[src/ecp_pkg.sv]
`default_nettype none

package ecp_pkg;

  // Screen width in columns; columns at or beyond it are outside the span.
  localparam int COLUMNS = 64;

  // Field widths.
  localparam int COL_W   = 6;
  localparam int AXIS_W  = 16;
  localparam int LIMIT_W = 9;
  localparam int ROW_W   = 10;
  localparam int IDX_W   = 3;
  localparam int CNT_W   = 5;

  // Serial step counts of each phase.
  localparam int SQR_STEPS  = 16;
  localparam int MUL_STEPS  = 32;
  localparam int DIV_STEPS  = 32;
  localparam int ROOT_STEPS = 16;

  // Register indexes of the configuration port.
  localparam logic [IDX_W-1:0] REG_SEMI_AXIS_X = 3'd0;
  localparam logic [IDX_W-1:0] REG_SEMI_AXIS_Y = 3'd1;
  localparam logic [IDX_W-1:0] REG_CENTER_X    = 3'd2;
  localparam logic [IDX_W-1:0] REG_CENTER_Y    = 3'd3;
  localparam logic [IDX_W-1:0] REG_ROW_LIMIT   = 3'd4;

  // Register reset values.
  localparam logic [AXIS_W-1:0]  SEMI_AXIS_X_RESET = 16'd2560;
  localparam logic [AXIS_W-1:0]  SEMI_AXIS_Y_RESET = 16'd2560;
  localparam logic [AXIS_W-1:0]  CENTER_X_RESET    = 16'd5120;
  localparam logic [AXIS_W-1:0]  CENTER_Y_RESET    = 16'd5120;
  localparam logic [LIMIT_W-1:0] ROW_LIMIT_RESET   = 9'd42;

  typedef struct packed {
    logic [COL_W-1:0] column;
    logic             lower_half;
  } in_t;

  typedef struct packed {
    logic signed [ROW_W-1:0] row;
    logic                    plot;
    logic                    stopped;
  } out_t;

  typedef enum logic [2:0] {
    ST_IDLE,
    ST_SQR,
    ST_MUL,
    ST_DIV,
    ST_ROOT,
    ST_DONE
  } state_t;

endpackage

`default_nettype wire

[src/ellipse_column_plotter_unit.sv]
`default_nettype none

// Ellipse column plotter.
// A request on the input channel carries a screen column and a half selector
// (upper or lower). For each request exactly one result leaves on the output
// channel: the ellipse row at that column, whether it is plotted, and the stop
// flag of that half. Both channels use valid/ready.
// The root is computed with bit-serial arithmetic: the three squares of the
// semi-axes and the column offset run together, then follow the 32x32
// product, the restoring division and the square root, two bits per cycle.
// A column outside the span goes from idle straight to the done state. The
// next request is taken in the cycle after the result is loaded into the
// output register; until then the unit takes no new request.
// The output register lets a new request be accepted while the previous result
// still waits; if the receiver stalls longer, the finished result is held in
// the last step until the output register frees up.
// Reset loads the register defaults, clears both stop flags and empties the
// output register. Configuration writes are taken at once; the user must
// make them only while idle, as the block itself does not enforce it.
module ellipse_column_plotter_unit (
  input  wire logic                         clk,
  input  wire logic                         rst_n,
  input  wire logic                         in_valid,
  output logic                              in_ready,
  input  wire ecp_pkg::in_t                 in_data,
  output logic                              out_valid,
  input  wire logic                         out_ready,
  output ecp_pkg::out_t                     out_data,
  input  wire logic                         cfg_we,
  input  wire logic [ecp_pkg::IDX_W-1:0]    cfg_index,
  input  wire logic [ecp_pkg::AXIS_W-1:0]   cfg_wdata
);

  // Configuration registers.
  logic        [15:0] semi_axis_x_r;
  logic        [15:0] semi_axis_y_r;
  logic signed [15:0] center_x_r;
  logic signed [15:0] center_y_r;
  logic        [8:0]  row_limit_r;

  // Control state.
  ecp_pkg::state_t state_r, state_nxt;
  logic [ecp_pkg::CNT_W-1:0] cnt_r, cnt_nxt;
  logic [1:0] half_stopped_r, half_stopped_nxt;
  logic       out_valid_r, out_valid_nxt;

  // Datapath registers.
  logic        half_r, half_nxt;
  logic        in_span_r, in_span_nxt;
  logic [15:0] d_abs_r, d_abs_nxt;
  logic [31:0] sq_a_r, sq_a_nxt;
  logic [31:0] sq_d_r, sq_d_nxt;
  logic [31:0] sq_b_r, sq_b_nxt;
  logic [63:0] prod_r, prod_nxt;
  logic [16:0] rem_r, rem_nxt;
  logic [15:0] root_r, root_nxt;
  ecp_pkg::out_t out_r, out_nxt;

  // Handshake decodes.
  logic in_fire;
  logic out_free;
  logic out_load;
  logic last_sqr, last_mul, last_div, last_root;

  // Span check of the incoming column.
  logic signed [16:0] d_in;
  logic        [16:0] d_in_abs;
  logic               span_in;

  // Serial step logic.
  logic [16:0] sqa_sum, sqd_sum, sqb_sum;
  logic [32:0] mul_sum;
  logic [32:0] div_trial;
  logic        div_ge;
  logic [32:0] div_diff;
  logic [18:0] root_trial_rem;
  logic [18:0] root_trial_sub;
  logic        root_ge;

  // Final row.
  logic signed [17:0] yq;
  logic        [17:0] yq_mag;
  logic        [9:0]  row_mag;
  logic signed [9:0]  row_val;
  logic               row_over;

  assign in_fire   = in_valid && in_ready;
  assign out_free  = !out_valid_r || out_ready;
  assign last_sqr  = (cnt_r == ecp_pkg::CNT_W'(ecp_pkg::SQR_STEPS - 1));
  assign last_mul  = (cnt_r == ecp_pkg::CNT_W'(ecp_pkg::MUL_STEPS - 1));
  assign last_div  = (cnt_r == ecp_pkg::CNT_W'(ecp_pkg::DIV_STEPS - 1));
  assign last_root = (cnt_r == ecp_pkg::CNT_W'(ecp_pkg::ROOT_STEPS - 1));

  // Offset of the column from the center, and whether it lies in the span.
  assign d_in     = $signed({1'b0, in_data.column, 8'b0}) - 17'(center_x_r);
  assign d_in_abs = d_in[16] ? 17'(-d_in) : d_in;
  assign span_in  = (32'(in_data.column) < ecp_pkg::COLUMNS) &&
                    (semi_axis_x_r != 16'd0) &&
                    (d_in_abs <= {1'b0, semi_axis_x_r});

  // One multiplier bit per cycle for each of the three squares.
  assign sqa_sum = {1'b0, sq_a_r[31:16]} + (sq_a_r[0] ? {1'b0, semi_axis_x_r} : 17'd0);
  assign sqd_sum = {1'b0, sq_d_r[31:16]} + (sq_d_r[0] ? {1'b0, d_abs_r} : 17'd0);
  assign sqb_sum = {1'b0, sq_b_r[31:16]} + (sq_b_r[0] ? {1'b0, semi_axis_y_r} : 17'd0);

  // One bit per cycle of b*b times (a*a - d*d).
  assign mul_sum = {1'b0, prod_r[63:32]} + (prod_r[0] ? {1'b0, sq_b_r} : 33'd0);

  // One quotient bit per cycle; the partial remainder stays below a*a.
  assign div_trial = {prod_r[63:32], prod_r[31]};
  assign div_ge    = (div_trial >= {1'b0, sq_a_r});
  assign div_diff  = div_trial - {1'b0, sq_a_r};

  // Two radicand bits per cycle for the square root.
  assign root_trial_rem = {rem_r, prod_r[31:30]};
  assign root_trial_sub = {1'b0, root_r, 2'b01};
  assign root_ge        = (root_trial_rem >= root_trial_sub);

  // Row from the center and the root, truncated toward zero.
  assign yq      = half_r ? (18'(center_y_r) - $signed({2'b0, root_r}))
                          : (18'(center_y_r) + $signed({2'b0, root_r}));
  assign yq_mag  = yq[17] ? 18'(-yq) : yq;
  assign row_mag = yq_mag[17:8];
  assign row_val = yq[17] ? 10'(-$signed(row_mag)) : $signed(row_mag);
  assign row_over = ($signed({row_val[9], row_val}) > $signed({2'b0, row_limit_r}));

  // Next state of the sequencer.
  always_comb begin
    state_nxt = state_r;
    unique case (state_r)
      ecp_pkg::ST_IDLE: begin
        if (in_valid) begin
          state_nxt = span_in ? ecp_pkg::ST_SQR : ecp_pkg::ST_DONE;
        end
      end
      ecp_pkg::ST_SQR: begin
        if (last_sqr) begin
          state_nxt = ecp_pkg::ST_MUL;
        end
      end
      ecp_pkg::ST_MUL: begin
        if (last_mul) begin
          state_nxt = ecp_pkg::ST_DIV;
        end
      end
      ecp_pkg::ST_DIV: begin
        if (last_div) begin
          state_nxt = ecp_pkg::ST_ROOT;
        end
      end
      ecp_pkg::ST_ROOT: begin
        if (last_root) begin
          state_nxt = ecp_pkg::ST_DONE;
        end
      end
      ecp_pkg::ST_DONE: begin
        if (out_free) begin
          state_nxt = ecp_pkg::ST_IDLE;
        end
      end
      default: begin
        state_nxt = ecp_pkg::ST_IDLE;
      end
    endcase
  end

  // Sequencer outputs.
  always_comb begin
    in_ready = 1'b0;
    out_load = 1'b0;
    unique case (state_r)
      ecp_pkg::ST_IDLE: begin
        in_ready = 1'b1;
      end
      ecp_pkg::ST_DONE: begin
        out_load = out_free;
      end
      ecp_pkg::ST_SQR, ecp_pkg::ST_MUL, ecp_pkg::ST_DIV, ecp_pkg::ST_ROOT: begin
        in_ready = 1'b0;
      end
      default: begin
        in_ready = 1'b0;
      end
    endcase
  end

  // Datapath next values.
  always_comb begin
    cnt_nxt          = cnt_r;
    half_stopped_nxt = half_stopped_r;
    out_valid_nxt    = out_valid_r;
    half_nxt         = half_r;
    in_span_nxt      = in_span_r;
    d_abs_nxt        = d_abs_r;
    sq_a_nxt         = sq_a_r;
    sq_d_nxt         = sq_d_r;
    sq_b_nxt         = sq_b_r;
    prod_nxt         = prod_r;
    rem_nxt          = rem_r;
    root_nxt         = root_r;
    out_nxt          = out_r;

    // The receiver takes the current result.
    if (out_valid_r && out_ready) begin
      out_valid_nxt = 1'b0;
    end

    case (state_r)
      ecp_pkg::ST_IDLE: begin
        if (in_fire) begin
          cnt_nxt     = '0;
          half_nxt    = in_data.lower_half;
          in_span_nxt = span_in;
          d_abs_nxt   = d_in_abs[15:0];
          sq_a_nxt    = {16'b0, semi_axis_x_r};
          sq_d_nxt    = {16'b0, d_in_abs[15:0]};
          sq_b_nxt    = {16'b0, semi_axis_y_r};
          // Column zero restarts its half.
          if (in_data.column == '0) begin
            half_stopped_nxt[in_data.lower_half] = 1'b0;
          end
        end
      end
      ecp_pkg::ST_SQR: begin
        cnt_nxt  = cnt_r + 1'b1;
        sq_a_nxt = {sqa_sum, sq_a_r[15:1]};
        sq_d_nxt = {sqd_sum, sq_d_r[15:1]};
        sq_b_nxt = {sqb_sum, sq_b_r[15:1]};
        if (last_sqr) begin
          cnt_nxt  = '0;
          // Multiplier operand a*a - d*d, never negative inside the span.
          prod_nxt = {32'b0, {sqa_sum, sq_a_r[15:1]} - {sqd_sum, sq_d_r[15:1]}};
        end
      end
      ecp_pkg::ST_MUL: begin
        cnt_nxt  = last_mul ? '0 : cnt_r + 1'b1;
        prod_nxt = {mul_sum, prod_r[31:1]};
      end
      ecp_pkg::ST_DIV: begin
        cnt_nxt  = last_div ? '0 : cnt_r + 1'b1;
        prod_nxt = {(div_ge ? div_diff[31:0] : div_trial[31:0]), prod_r[30:0], div_ge};
        if (last_div) begin
          rem_nxt  = '0;
          root_nxt = '0;
        end
      end
      ecp_pkg::ST_ROOT: begin
        cnt_nxt  = last_root ? '0 : cnt_r + 1'b1;
        rem_nxt  = root_ge ? 17'(root_trial_rem - root_trial_sub) : root_trial_rem[16:0];
        root_nxt = {root_r[14:0], root_ge};
        prod_nxt = {prod_r[63:32], prod_r[29:0], 2'b00};
      end
      ecp_pkg::ST_DONE: begin
        if (out_load) begin
          out_valid_nxt = 1'b1;
          out_nxt.row     = '0;
          out_nxt.plot    = 1'b0;
          out_nxt.stopped = half_stopped_r[half_r];
          if (in_span_r) begin
            out_nxt.row = row_val;
            if (!half_stopped_r[half_r]) begin
              if (row_over) begin
                half_stopped_nxt[half_r] = 1'b1;
                out_nxt.stopped          = 1'b1;
              end else begin
                out_nxt.plot = 1'b1;
              end
            end
          end
        end
      end
      default: begin
        cnt_nxt = '0;
      end
    endcase
  end

  // Control registers and configuration.
  always_ff @(posedge clk) begin
    if (!rst_n) begin
      state_r        <= ecp_pkg::ST_IDLE;
      cnt_r          <= '0;
      half_stopped_r <= '0;
      out_valid_r    <= 1'b0;
      semi_axis_x_r  <= ecp_pkg::SEMI_AXIS_X_RESET;
      semi_axis_y_r  <= ecp_pkg::SEMI_AXIS_Y_RESET;
      center_x_r     <= $signed(ecp_pkg::CENTER_X_RESET);
      center_y_r     <= $signed(ecp_pkg::CENTER_Y_RESET);
      row_limit_r    <= ecp_pkg::ROW_LIMIT_RESET;
    end else begin
      state_r        <= state_nxt;
      cnt_r          <= cnt_nxt;
      half_stopped_r <= half_stopped_nxt;
      out_valid_r    <= out_valid_nxt;
      if (cfg_we) begin
        unique case (cfg_index)
          ecp_pkg::REG_SEMI_AXIS_X: semi_axis_x_r <= cfg_wdata;
          ecp_pkg::REG_SEMI_AXIS_Y: semi_axis_y_r <= cfg_wdata;
          ecp_pkg::REG_CENTER_X:    center_x_r    <= $signed(cfg_wdata);
          ecp_pkg::REG_CENTER_Y:    center_y_r    <= $signed(cfg_wdata);
          ecp_pkg::REG_ROW_LIMIT:   row_limit_r   <= cfg_wdata[8:0];
          default: begin
          end
        endcase
      end
    end
  end

  // Payload registers.
  always_ff @(posedge clk) begin
    half_r    <= half_nxt;
    in_span_r <= in_span_nxt;
    d_abs_r   <= d_abs_nxt;
    sq_a_r    <= sq_a_nxt;
    sq_d_r    <= sq_d_nxt;
    sq_b_r    <= sq_b_nxt;
    prod_r    <= prod_nxt;
    rem_r     <= rem_nxt;
    root_r    <= root_nxt;
    out_r     <= out_nxt;
  end

  assign out_valid = out_valid_r;
  assign out_data  = out_r;

endmodule

`default_nettype wire
[config.mk]
export PLATFORM = sky130hd
export DESIGN_NAME = ellipse_column_plotter_unit
export DESIGN_NICKNAME = d
export VERILOG_FILES = /design/src/ecp_pkg.sv /design/src/ellipse_column_plotter_unit.sv
export SDC_FILE = /design/constraint.sdc
export NUM_CORES = 1
export LEC_CHECK = 0
export BUFFER_PORTS_ARGS = -buffer_cell sky130_fd_sc_hd__buf_2
export CAP_MARGIN = 20
export CORE_AREA = 10 10 228 230
export CTS_BUF_LIST = sky130_fd_sc_hd__clkbuf_16
export DETAILED_ROUTE_END_ITERATION = 10
export DIE_AREA = 0 0 238 240
export GPL_TIMING_DRIVEN = 0
export HOLD_SLACK_MARGIN = 0.08
export PLACE_DENSITY = 0.65
export SLEW_MARGIN = 20
export SYNTH_ARGS = -nofsm -noshare
export SYNTH_HDL_FRONTEND = slang
export SYNTH_SLANG_ARGS = --single-unit
export TNS_END_PERCENT = 30
[constraint.sdc]
create_clock -name clk -period 11.3 [get_ports clk]
set_input_delay 0.565 -clock clk [delete_from_list [all_inputs] [get_ports clk]]
set_output_delay 0.565 -clock clk [all_outputs]
set_load 0.02 [all_outputs]
==> results of run 1 <==
[through the flow]
stage / utilization / power [mW]
2_1_floorplan: - / 5.99
3_3_place_gp: 0.517 / 7.29
3_5_place_dp: 0.520 / 7.43
4_1_cts: 0.547 / 8.73
5_1_grt: 0.547 / 9.46
6_report: 0.547 / 8.79
[final cells by class]
class / instances / area (sq um)
Timing Repair Buffer: 47 / 333
Sequential cell: 307 / 8380
Clock buffer: 39 / 976
Multi-Input combinational cell: 2096 / 14200
Inverter: 154 / 578
Fill cell: 4298 / 21500
Tap cell: 615 / 769
Clock inverter: 28 / 282
Buffer: 96 / 367
[routing by layer]
layer | up-vias | track usage
met3 | 143 | 0.0343
met1 | 9612 | 0.336
li1 | 9762 | -
met4 | 0 | 0.0850
met5 | - | 0
met2 | 707 | 0.392
[worst max path at each step]
stage / endpoint / slack, ns
global route: out_data[0] / 3.91
detailed placement: out_data[0] / 4.52
global placement: out_data[0] / 4.53
floorplan: out_data[0] / 5.79
finish: out_data[0] / 4.44
CTS: out_data[0] / 4.48
[cell usage after synthesis (all sizes together) (21+ instances only)]
cell type  count  area [sq um]
a211oi        31           233
a21boi        69           518
a21o          69           518
a21oi        175           876
a31oi         23           144
and2         117           734
clkbuf        86           323
dfxtp         84          1680
edfxtp       223          6700
ha           216          2700
inv          153           574
mux2i         49           490
nand2        360          1350
nand2b        27           169
nand3         44           220
nand4         24           150
nor2         199           749
nor2b         29           181
nor3          42           220
o21a          38           287
o21ai        126           631
o21bai        21           158
o221ai        24           210
xnor2        119          1050
xor2          69           604
[sequential cells by signal, summed over array words and instances (netlist names)]
| signal | count |
|---|---|
| rem_r | 17 |
| half_stopped_r | 2 |
| root_r | 16 |
| center_x_r | 16 |
| row_limit_r | 9 |
| in_span_r | 1 |
| sq_a_r | 32 |
| out_data | 12 |
| center_y_r | 16 |
| semi_axis_y_r | 16 |
| half_r | 1 |
| semi_axis_x_r | 16 |
| prod_r | 64 |
| sq_b_r | 32 |
| state_r | 3 |
| d_abs_r | 16 |
| cnt_r | 5 |
| sq_d_r | 32 |
| out_valid | 1 |
[cell usage in the layout (no fill, tap or decap), types with 84 or more instances in the layout]
master,netlist,final
sky130_fd_sc_hd__a21oi_1,175,175
sky130_fd_sc_hd__o21ai_0,123,121
sky130_fd_sc_hd__xnor2_1,118,118
sky130_fd_sc_hd__dfxtp_1,84,84
sky130_fd_sc_hd__ha_1,216,216
sky130_fd_sc_hd__nor2_1,198,197
sky130_fd_sc_hd__clkbuf_1,86,86
sky130_fd_sc_hd__and2_1,116,116
sky130_fd_sc_hd__edfxtp_1,223,223
sky130_fd_sc_hd__nand2_1,360,360
sky130_fd_sc_hd__inv_1,153,160
[cells by family (layout without fill, tap and decap cells)]
group | count (synthesis) | after routing | synth area share
fa+ha+maj | 223 | 223 | 0.121
xor+xnor | 188 | 188 | 0.0704
simple gates | 926 | 926 | 0.187
compound gates | 703 | 703 | 0.200
flops | 307 | 307 | 0.357
buf+inv | 250 | 364 | 0.0402
mux | 56 | 56 | 0.0242
[report_power, final]
part | internal, mW | switching (mW)
clock network | 0.761 | 0.501
logic | 2.16 | 3.26
registers | 1.79 | 0.318
total | 4.71 | 4.08
==> parameters.txt, run 1 <==
Parameter                              Value

GRT
  Grt total ovfl ... 0
  Via count of the first global-routing pass ... a little under 20000
  Initial antenna violation count ... 0
  Pin count of the biggest net entering global routing ... 42
  Global routing usage summed across all routing layers ... 0.246
  Global-route wire length before repair ... around 110000 um

Hold path
  Hold path depth ... 1
  Hold Crit Class ... primary input to flip-flop
  Hold-critical path endpoint ... half_r
  Origin of the worst min-delay path ... in_data[0]

Clock tree
  Gates resized, CTS repair ... 0
  Library cell used as clock root buffer ... sky130_fd_sc_hd__clkbuf_16
  Clock Sinks ... 307
  Clock insertion delay at the later pin of the skew report ... ~0.56 ns
  CTS Buffer Depth ... 3
  H-tree depth reported by CTS ... 2
  Clock-pin slew reported for the worst setup and hold paths after clock tree synthesis ... about 0.070 ns
  Postcts setup bufs ... 0
  Total clock buffers created by CTS ... 38
  Hold buffer count at cts ... 0
  TritonCTS clock tree ... done

Final layout
  Finished layout cell area ... about 26000 sq um
  Final Non-Filler Cells ... 3382
  Layout-stage area growth over the synthesis result ... 10.2%
  Net total in the final layout ... ~3000
  Layout cell share with drive strength beyond 1 ... 0.0535
  N_diodes ... 0

Worst setup path
  Highest net fanout along the worst path ... 10
  Startpoint of the lowest-slack register-to-register path ... half_r
  Startpoint kind of the worst setup timing path ... flip-flop
  Category of the worst setup path capture point ... flip-flop
  Slack of the worst reg-to-reg path ... roughly 4.4 ns
  Endpoint of the lowest-slack register-to-register path ... out_data[0]
  Depth of the worst register-to-register path ... 26
  CP bufs+invs ... 2
  Top delay family on crit path ... compound AO/OA/AOI/OAI gates
  Slowest stage cell on the critical path ... sky130_fd_sc_hd__buf_1
  Crit path DAT ... 7.16 ns
  Path length in cells of the critical path ... 26
  Crit-path max cell delay ... about 0.54 ns
  Source of the critical timing path ... half_r
  Category of the most critical setup path ... flip-flop to flip-flop
  Worst path required time ... between 10 and 15 ns

Placed design
  HPWL after detailed placement ... 56200 um
  Routability congestion estimate from global placement ... 0.940
  Place WS ... between 4 and 5 ns
  Number of port buffers ... 42
  Area after DPL ... roughly 25000 sq um
  Cell count after placement ... approximately 3300

STA
  Final Max Tran Viols ... 0
  Final TNS setup ... 0 ns
  Hold slack final ... 0.241 ns
  Max transition margin ... 0.347
  Post-layout minimum cycle time ... slightly below 7 ns
  Number of endpoints failing setup at the final stage ... 0
  RSZ-0062 raised after global routing ... false
  Final Skew ... between 0.015 and 0.02 ns
  Share of the clock period used by the worst path after layout ... 0.607
  Highest Clock Rate ... about 150 MHz
  Least setup slack across all paths after layout ... ~4.4 ns
  Number of hold violations in the final report ... 0
  Worst Tran Pin Value ... 0.979 ns

Routing
  Length of routed met3 wiring ... 4840 um
  Initial DRT Pass Iterations ... 6
  Sum of routed wire segments on met1 ... between 30000 and 40000 um
  Highest routed metal layer ... met4
  Starting DRC count in detailed routing ... roughly 1800
  Post-route antenna net violation count ... 0
  Routed via count ... 20200
  Post-Route WL ... between 70000 and 80000 um
  Detailed route wirelength on metal2 ... 31900 um
  Routed wire length per instance ... 21.1 um
  Via-per-instance ratio ... 5.98
  DRC violation count after routing ... 0

Floorplan
  Initial standard-cell utilization of the core ... 0.496
  Width of the die ... 238 um
  Die extent in y ... around 240 um
  Total die area ... 57100 sq um
  Floorplan Core Area ... roughly 47000 sq um
  Number of primary I/O pins ... 45
  Placement row count ... 80

Flow run
  Count of maximum capacitance violations ... 0

Synth
  Flop and latch count out of synthesis ... 307
  Share of synthesized area occupied by flip-flops and latches ... 0.357
  Library cells used by synthesis ... 90
  Average cell area after synthesis ... between 8 and 9 sq um
  Primary flip-flop cell chosen by synthesis mapping ... sky130_fd_sc_hd__edfxtp_1
  Number of enable-type register cells in the synthesized netlist ... ~220
  Post-synth design cell area ... roughly 23000 sq um
  Syn_nets ... between 2000 and 3000
  Cells after synthesis ... around 2700
  YS warnings ... 0
  Asr flop ratio synth ... 0

Power
  Largest vdd supply drop ... about 0.19 mV
  Leak ... between 10 and 15 nW
  PD cells ... 340 nW/um^2

Run status
  Run status ... completed
(Power assumes the default switching activity.)
==> run 2, diff against run 1 <==
--- a/config.mk
+++ b/config.mk
@@ -13,7 +13,7 @@
 export DIE_AREA = 0 0 238 240
 export GPL_TIMING_DRIVEN = 0
 export HOLD_SLACK_MARGIN = 0.08
-export PLACE_DENSITY = 0.65
+export PLACE_DENSITY = 0.68
 export SLEW_MARGIN = 20
 export SYNTH_ARGS = -nofsm -noshare
 export SYNTH_HDL_FRONTEND = slang
==> constraint.sdc (replaced) <==
create_clock -name clk -period 6.1 [get_ports clk]
set_input_delay 0.305 -clock clk [delete_from_list [all_inputs] [get_ports clk]]
set_output_delay 0.305 -clock clk [all_outputs]
set_load 0.02 [all_outputs]
==> parameters.txt, run 2 (synthesized netlist as in run 1, its figures left out) <==
Parameter                              Value

Floorplan
  Total die area ... 57100 sq um
  Width of the die ... approximately 240 um
  Initial standard-cell utilization of the core ... 0.496
  Floorplan Core Area ... 47300 sq um
  Placement row count ... 80
  Number of primary I/O pins ... between 40 and 50
  Die extent in y ... roughly 240 um

Final layout
  Largest register by flop count ... prod_r
  Largest register FFs ... 64
  Finished layout cell area ... roughly 26000 sq um
  Fillcell total ... about 4300
  N_diodes ... 0
  Layout cell share with drive strength beyond 1 ... 0.0656
  Leading cell type in the layout, fill and taps excluded ... sky130_fd_sc_hd__nand2_1
  Most used cells in the layout excluding fill and tap cells ... 360 x sky130_fd_sc_hd__nand2_1, 223 x sky130_fd_sc_hd__edfxtp_1, 215 x sky130_fd_sc_hd__ha_1, 196 x sky130_fd_sc_hd__nor2_1, 171 x sky130_fd_sc_hd__a21oi_1
  Layout-stage area growth over the synthesis result ... 11.4%
  Net total in the final layout ... 3014
  Fraction of the core area covered by cells at the end of the flow ... 0.552

GRT
  Pin count of the biggest net entering global routing ... 40
  Initial antenna violation count ... 1
  Global-route wire length before repair ... between 100000 and 150000 um
  Grt total ovfl ... 0
  Global routing usage summed across all routing layers ... 0.244
  Via count of the first global-routing pass ... 19900

Worst setup path
  Worst path required time ... between 6 and 7 ns
  CP bufs+invs ... 0
  Category of the worst setup path capture point ... flip-flop
  Startpoint kind of the worst setup timing path ... flip-flop
  Slack of the worst reg-to-reg path ... 0.17 ns
  Startpoint of the lowest-slack register-to-register path ... root_r[2]
  Top delay family on crit path ... compound AO/OA/AOI/OAI gates
  Crit path DAT ... approximately 6.4 ns
  Critical-path cell list ... or4_4 > nor4_4 > nor2_1 > xnor2_1 > ha_1 > a21o_1 > a31o_1 > xor2_1 > nor3_2 > o311ai_2 > a21bo_1 > mux2i_1 > xor2_1 > ha_1 > a21oi_1 > o21ai_0 > a211o_1 > o2111ai_4 > and3_4
  Slowest stage cell on the critical path ... sky130_fd_sc_hd__xor2_1
  Category of the most critical setup path ... flip-flop to flip-flop
  Source of the critical timing path ... root_r[2]
  Crit-path max cell delay ... roughly 0.7 ns
  Path length in cells of the critical path ... 19
  Highest net fanout along the worst path ... 7
  Depth of the worst register-to-register path ... 19
  Worst setup path endpoint ... out_data[1]
  Endpoint of the lowest-slack register-to-register path ... out_data[1]

STA
  Number of hold violations in the final report ... 0
  Final Max Tran Viols ... 0
  Share of the clock period used by the worst path after layout ... 0.972
  Post-layout minimum cycle time ... 5.93 ns
  Worst Tran Pin Value ... ~0.93 ns
  Highest Clock Rate ... approximately 170 MHz
  RSZ-0062 raised after global routing ... true
  Number of endpoints failing setup at the final stage ... 0
  Final Skew ... about 0.011 ns
  Max transition margin ... 0.379

Clock tree
  CTS Buffer Depth ... 3
  Clock Sinks ... 307
  Library cell used as clock root buffer ... sky130_fd_sc_hd__clkbuf_16
  Total clock buffers created by CTS ... 38
  Clock-pin slew reported for the worst setup and hold paths after clock tree synthesis ... ~0.06 ns
  H-tree depth reported by CTS ... 2
  Clock insertion delay at the later pin of the skew report ... ~0.57 ns
  TritonCTS clock tree ... done

Routing
  Initial DRT Pass Iterations ... 6
  Starting DRC count in detailed routing ... 1556
  DRC violation count after routing ... 0
  Post-Route WL ... around 72000 um
  Routed via count ... between 20000 and 25000
  Via-per-instance ratio ... just over 6
  Post-route antenna net violation count ... 0
  Routed wire length per instance ... ~21 um

Power
  PD cells ... ~630 nW/um^2
  Leak ... 10.8 nW
  Largest vdd supply drop ... between 0.3 and 0.4 mV

Placed design
  Area after DPL ... between 20000 and 25000 sq um
  Number of port buffers ... between 40 and 50
  Routability congestion estimate from global placement ... 0.952
  HPWL after detailed placement ... between 50000 and 60000 um

Hold path
  Hold Crit Class ... primary input to flip-flop
  Origin of the worst min-delay path ... cfg_wdata[10]

Run status
  Run status ... completed

Flow run
  Count of maximum capacitance violations ... 0
run 2: changes by cell type in the layout (fill, tap and decap cells not counted), sizes merged:
cell         previous run  this run
buf                    57        69
dlygate4sd3             0         9
inv                   161       167
bufinv                  6         3
clkbuf                125       124
clkinv                 14        13
clkinvlp                1         2
run 2: timing repair:
item	4_1_cts	5_1_grt
endpoints found under the hold margin	33	0
endpoints found under the setup margin	4	4
pin swaps	0	13
resized for setup	3	25
hold buffers	9	0
gates cloned	0	0
setup buffers	2	10
run 2: tightest hold or removal path: cells and delay by family:
family        cells  cell delay (ns)
buf+inv           1             0.17
simple gates      2             0.14
run 2: worst min path at each step:
stage,endpoint,cells after the start
global placement,center_y_r[0],2
floorplan,half_r,0
detailed placement,center_y_r[0],2
global route,semi_axis_y_r[11],3
CTS,row_limit_r[6],3
finish,center_y_r[10],3
run 2: report_power, final:
| group | leakage, nW | internal [mW] | switching, mW | total (mW) |
|---|---|---|---|---|
| Clock | 0.634 | 1.30 | 0.983 | 2.28 |
| Combinational | 7.32 | 4.08 | 6.16 | 10.2 |
| Sequential | 2.83 | 3.32 | 0.582 | 3.90 |
| Total | 10.8 | 8.70 | 7.73 | 16.4 |
run 2: per-stage QoR:
step | TNS (ns) | setup slack, ns | cells | power, mW | hold WS, ns
floorplan | 0 | 0.590 | 2653 | 11.1 | 0.404
global placement | -1.91 | -0.556 | 3310 | 13.4 | 0.454
detailed placement | -2.56 | -0.712 | 3315 | 13.8 | 0.458
CTS | 0 | 0.0329 | 3395 | 16.1 | 0.0815
global route | -0.0360 | -0.0283 | 3405 | 17.6 | 0.107
finish | 0 | 0.168 | 3405 | 16.4 | 0.102
run 2: routing by layer:
layer | wire, um | GRT usage
met4 | 2740 | 0.107
met5 | 18 | 0
met3 | 5500 | 0.0417
met2 | 32100 | 0.383
met1 | 31400 | 0.325
run 2: layout make-up:
cell class	instances	area [sq um]	area share
timing repair buffer	68	513	0.0196
inverter	154	578	0.0221
clock buffer	39	976	0.0373
clock inverter	31	244	0.00933
multi-input combinational	2096	14300	0.548
buffer	95	364	0.0139
tap	615	769	0.0294
sequential	307	8380	0.320
==> run 3, diff against run 2 <==
--- a/config.mk
+++ b/config.mk
@@ -14,6 +14,7 @@
 export GPL_TIMING_DRIVEN = 0
 export HOLD_SLACK_MARGIN = 0.08
 export PLACE_DENSITY = 0.68
+export REMOVE_ABC_BUFFERS = 1
 export SLEW_MARGIN = 20
 export SYNTH_ARGS = -nofsm -noshare
 export SYNTH_HDL_FRONTEND = slang
==> parameters.txt, run 3 (synthesized netlist as in run 1, its figures left out) <==
Parameter                              Value

Run status
  Run status ... completed

Worst setup path
  Worst path required time ... around 6.4 ns
  Crit-path max cell delay ... slightly below 0.6 ns
  CP bufs+invs ... 2
  Category of the most critical setup path ... flip-flop to flip-flop
  Slowest stage cell on the critical path ... sky130_fd_sc_hd__or4_4
  Crit path DAT ... between 6 and 7 ns
  Startpoint kind of the worst setup timing path ... flip-flop
  Highest net fanout along the worst path ... 5
  Category of the worst setup path capture point ... flip-flop
  Top delay family on crit path ... compound AO/OA/AOI/OAI gates

Placed design
  Routability congestion estimate from global placement ... a little over 0.9
  Cell count after placement ... approximately 3200
  Area after DPL ... between 20000 and 25000 sq um
  Place WS ... -0.342 ns
  HPWL after detailed placement ... 49700 um
  Number of port buffers ... 44

STA
  Hold slack final ... 0.104 ns
  Max transition margin ... 0.324
  Final Skew ... approximately 0.018 ns
  Share of the clock period used by the worst path after layout ... 0.963
  Least setup slack across all paths after layout ... about 0.22 ns
  Number of endpoints failing setup at the final stage ... 0
  Highest Clock Rate ... ~170 MHz
  Number of hold violations in the final report ... 0
  Final Max Tran Viols ... 0
  Post-layout minimum cycle time ... about 5.9 ns
  Final TNS setup ... 0 ns
  Worst Tran Pin Value ... between 1 and 1.5 ns

Clock tree
  TritonCTS clock tree ... done
  CTS Buffer Depth ... 3
  Clock Sinks ... between 300 and 400
  Total clock buffers created by CTS ... 39
  Clock-pin slew reported for the worst setup and hold paths after clock tree synthesis ... approximately 0.06 ns
  Clock insertion delay at the later pin of the skew report ... 0.57 ns
  Library cell used as clock root buffer ... sky130_fd_sc_hd__clkbuf_16
  H-tree depth reported by CTS ... 2

Power
  Combinational cell fraction of total power ... 0.604
  Internal power ... between 8 and 9 mW
  PD cells ... 625 nW/um^2
  Relative contribution of the clock network to total power ... 0.147
  Largest vdd supply drop ... 0.345 mV
  Sw frac ... 0.456
  Leak ... about 11 nW
  Net load switching power ... 7.40 mW
  Sequential power share ... 0.249
  Post-route total power ... ~16 mW

Final layout
  Layout-stage area growth over the synthesis result ... 10.7%
  Final Non-Filler Cells ... about 3300
  N_diodes ... 0
  Largest register FFs ... 64
  Most used cells in the layout excluding fill and tap cells ... 359 x sky130_fd_sc_hd__nand2_1, 223 x sky130_fd_sc_hd__edfxtp_1, 213 x sky130_fd_sc_hd__ha_1, 194 x sky130_fd_sc_hd__nor2_1, 171 x sky130_fd_sc_hd__a21oi_1
  Layout cell share with drive strength beyond 1 ... 0.0734
  Fraction of the core area covered by cells at the end of the flow ... 0.549
  Fillcell total ... 4265
  Finished layout cell area ... about 26000 sq um
  Leading cell type in the layout, fill and taps excluded ... sky130_fd_sc_hd__nand2_1
  Largest register by flop count ... prod_r
  Net total in the final layout ... between 2000 and 3000

GRT
  Global routing usage summed across all routing layers ... 0.226
  Initial antenna violation count ... 0
  Via count of the first global-routing pass ... ~19000
  Grt total ovfl ... 0
  Pin count of the biggest net entering global routing ... 86
  Global-route wire length before repair ... slightly above 100000 um

Routing
  DRC violation count after routing ... 0
  Post-Route WL ... roughly 66000 um
  Initial DRT Pass Iterations ... 8
  Post-route antenna net violation count ... 0
  Routed wire length per instance ... between 15 and 20 um
  Via-per-instance ratio ... ~6
  Starting DRC count in detailed routing ... ~1800
  Routed via count ... roughly 20000

Floorplan
  Floorplan Core Area ... ~47000 sq um
  Number of primary I/O pins ... 45
  Width of the die ... 238 um
  Initial standard-cell utilization of the core ... 0.496
  Total die area ... 57100 sq um
  Placement row count ... 80
  Die extent in y ... roughly 240 um

Flow run
  Count of maximum capacitance violations ... 0

Hold path
  Hold Crit Class ... primary input to flip-flop
-- run 3: final cells by class --
type / count / area, sq um / area share
Tap cell: 615 / 769 / 0.0296
Inverter: 154 / 578 / 0.0222
Multi-Input combinational cell: 2096 / 14300 / 0.549
Clock inverter: 28 / 218 / 0.00837
Sequential cell: 307 / 8380 / 0.322
Clock buffer: 44 / 1100 / 0.0423
Timing Repair Buffer: 81 / 682 / 0.0262
-- run 3: power by group through the flow --
stage / Sequential (mW) / Combinational, mW / Clock, mW
4_1_cts: 4.02 / 9.58 / 2.42
3_5_place_dp: 4.06 / 9.50 / 0
6_report: 4.05 / 9.81 / 2.39
2_1_floorplan: 3.77 / 7.28 / 0
5_1_grt: 4.12 / 10.8 / 2.51
3_3_place_gp: 4.13 / 9.09 / 0
-- run 3: worst min-delay path, stage by stage --
cell and delay [ns]:
sky130_fd_sc_hd__buf_2 0.17, sky130_fd_sc_hd__nand2_1 0.07, sky130_fd_sc_hd__a21boi_0 0.06
-- run 3: final timing paths --
| check | to | from | slack (ns) | cells after the start |
|---|---|---|---|---|
| setup reg to reg | out_data[0] | root_r[2] | 0.22 | 25 |
| hold reg to reg | center_x_r[11] | center_x_r[11] | 0.47 | 2 |
| hold / removal | center_x_r[8] | cfg_wdata[8] | 0.10 | 3 |
| setup / recovery | out_data[0] | root_r[2] | 0.22 | 25 |
-- run 3: what timing repair did --
action | in CTS | in global routing
pin swaps | 0 | 11
endpoints found under the setup margin | 4 | 4
setup buffers | 1 | 13
gates resized for setup | 2 | 12
endpoints found under the hold margin | 17 | 0
cloned | 0 | 0
hold buffers | 8 | 0
-- run 3: layer usage --
metal / vias up / global-route usage / wire length, um
li1: 9627 / - / -
met3: 115 / 0.0283 / 4170
met4: 0 / 0.0845 / 2240
met2: 648 / 0.360 / 29900
met5: - / 0 / 0
met1: 9668 / 0.309 / 30000
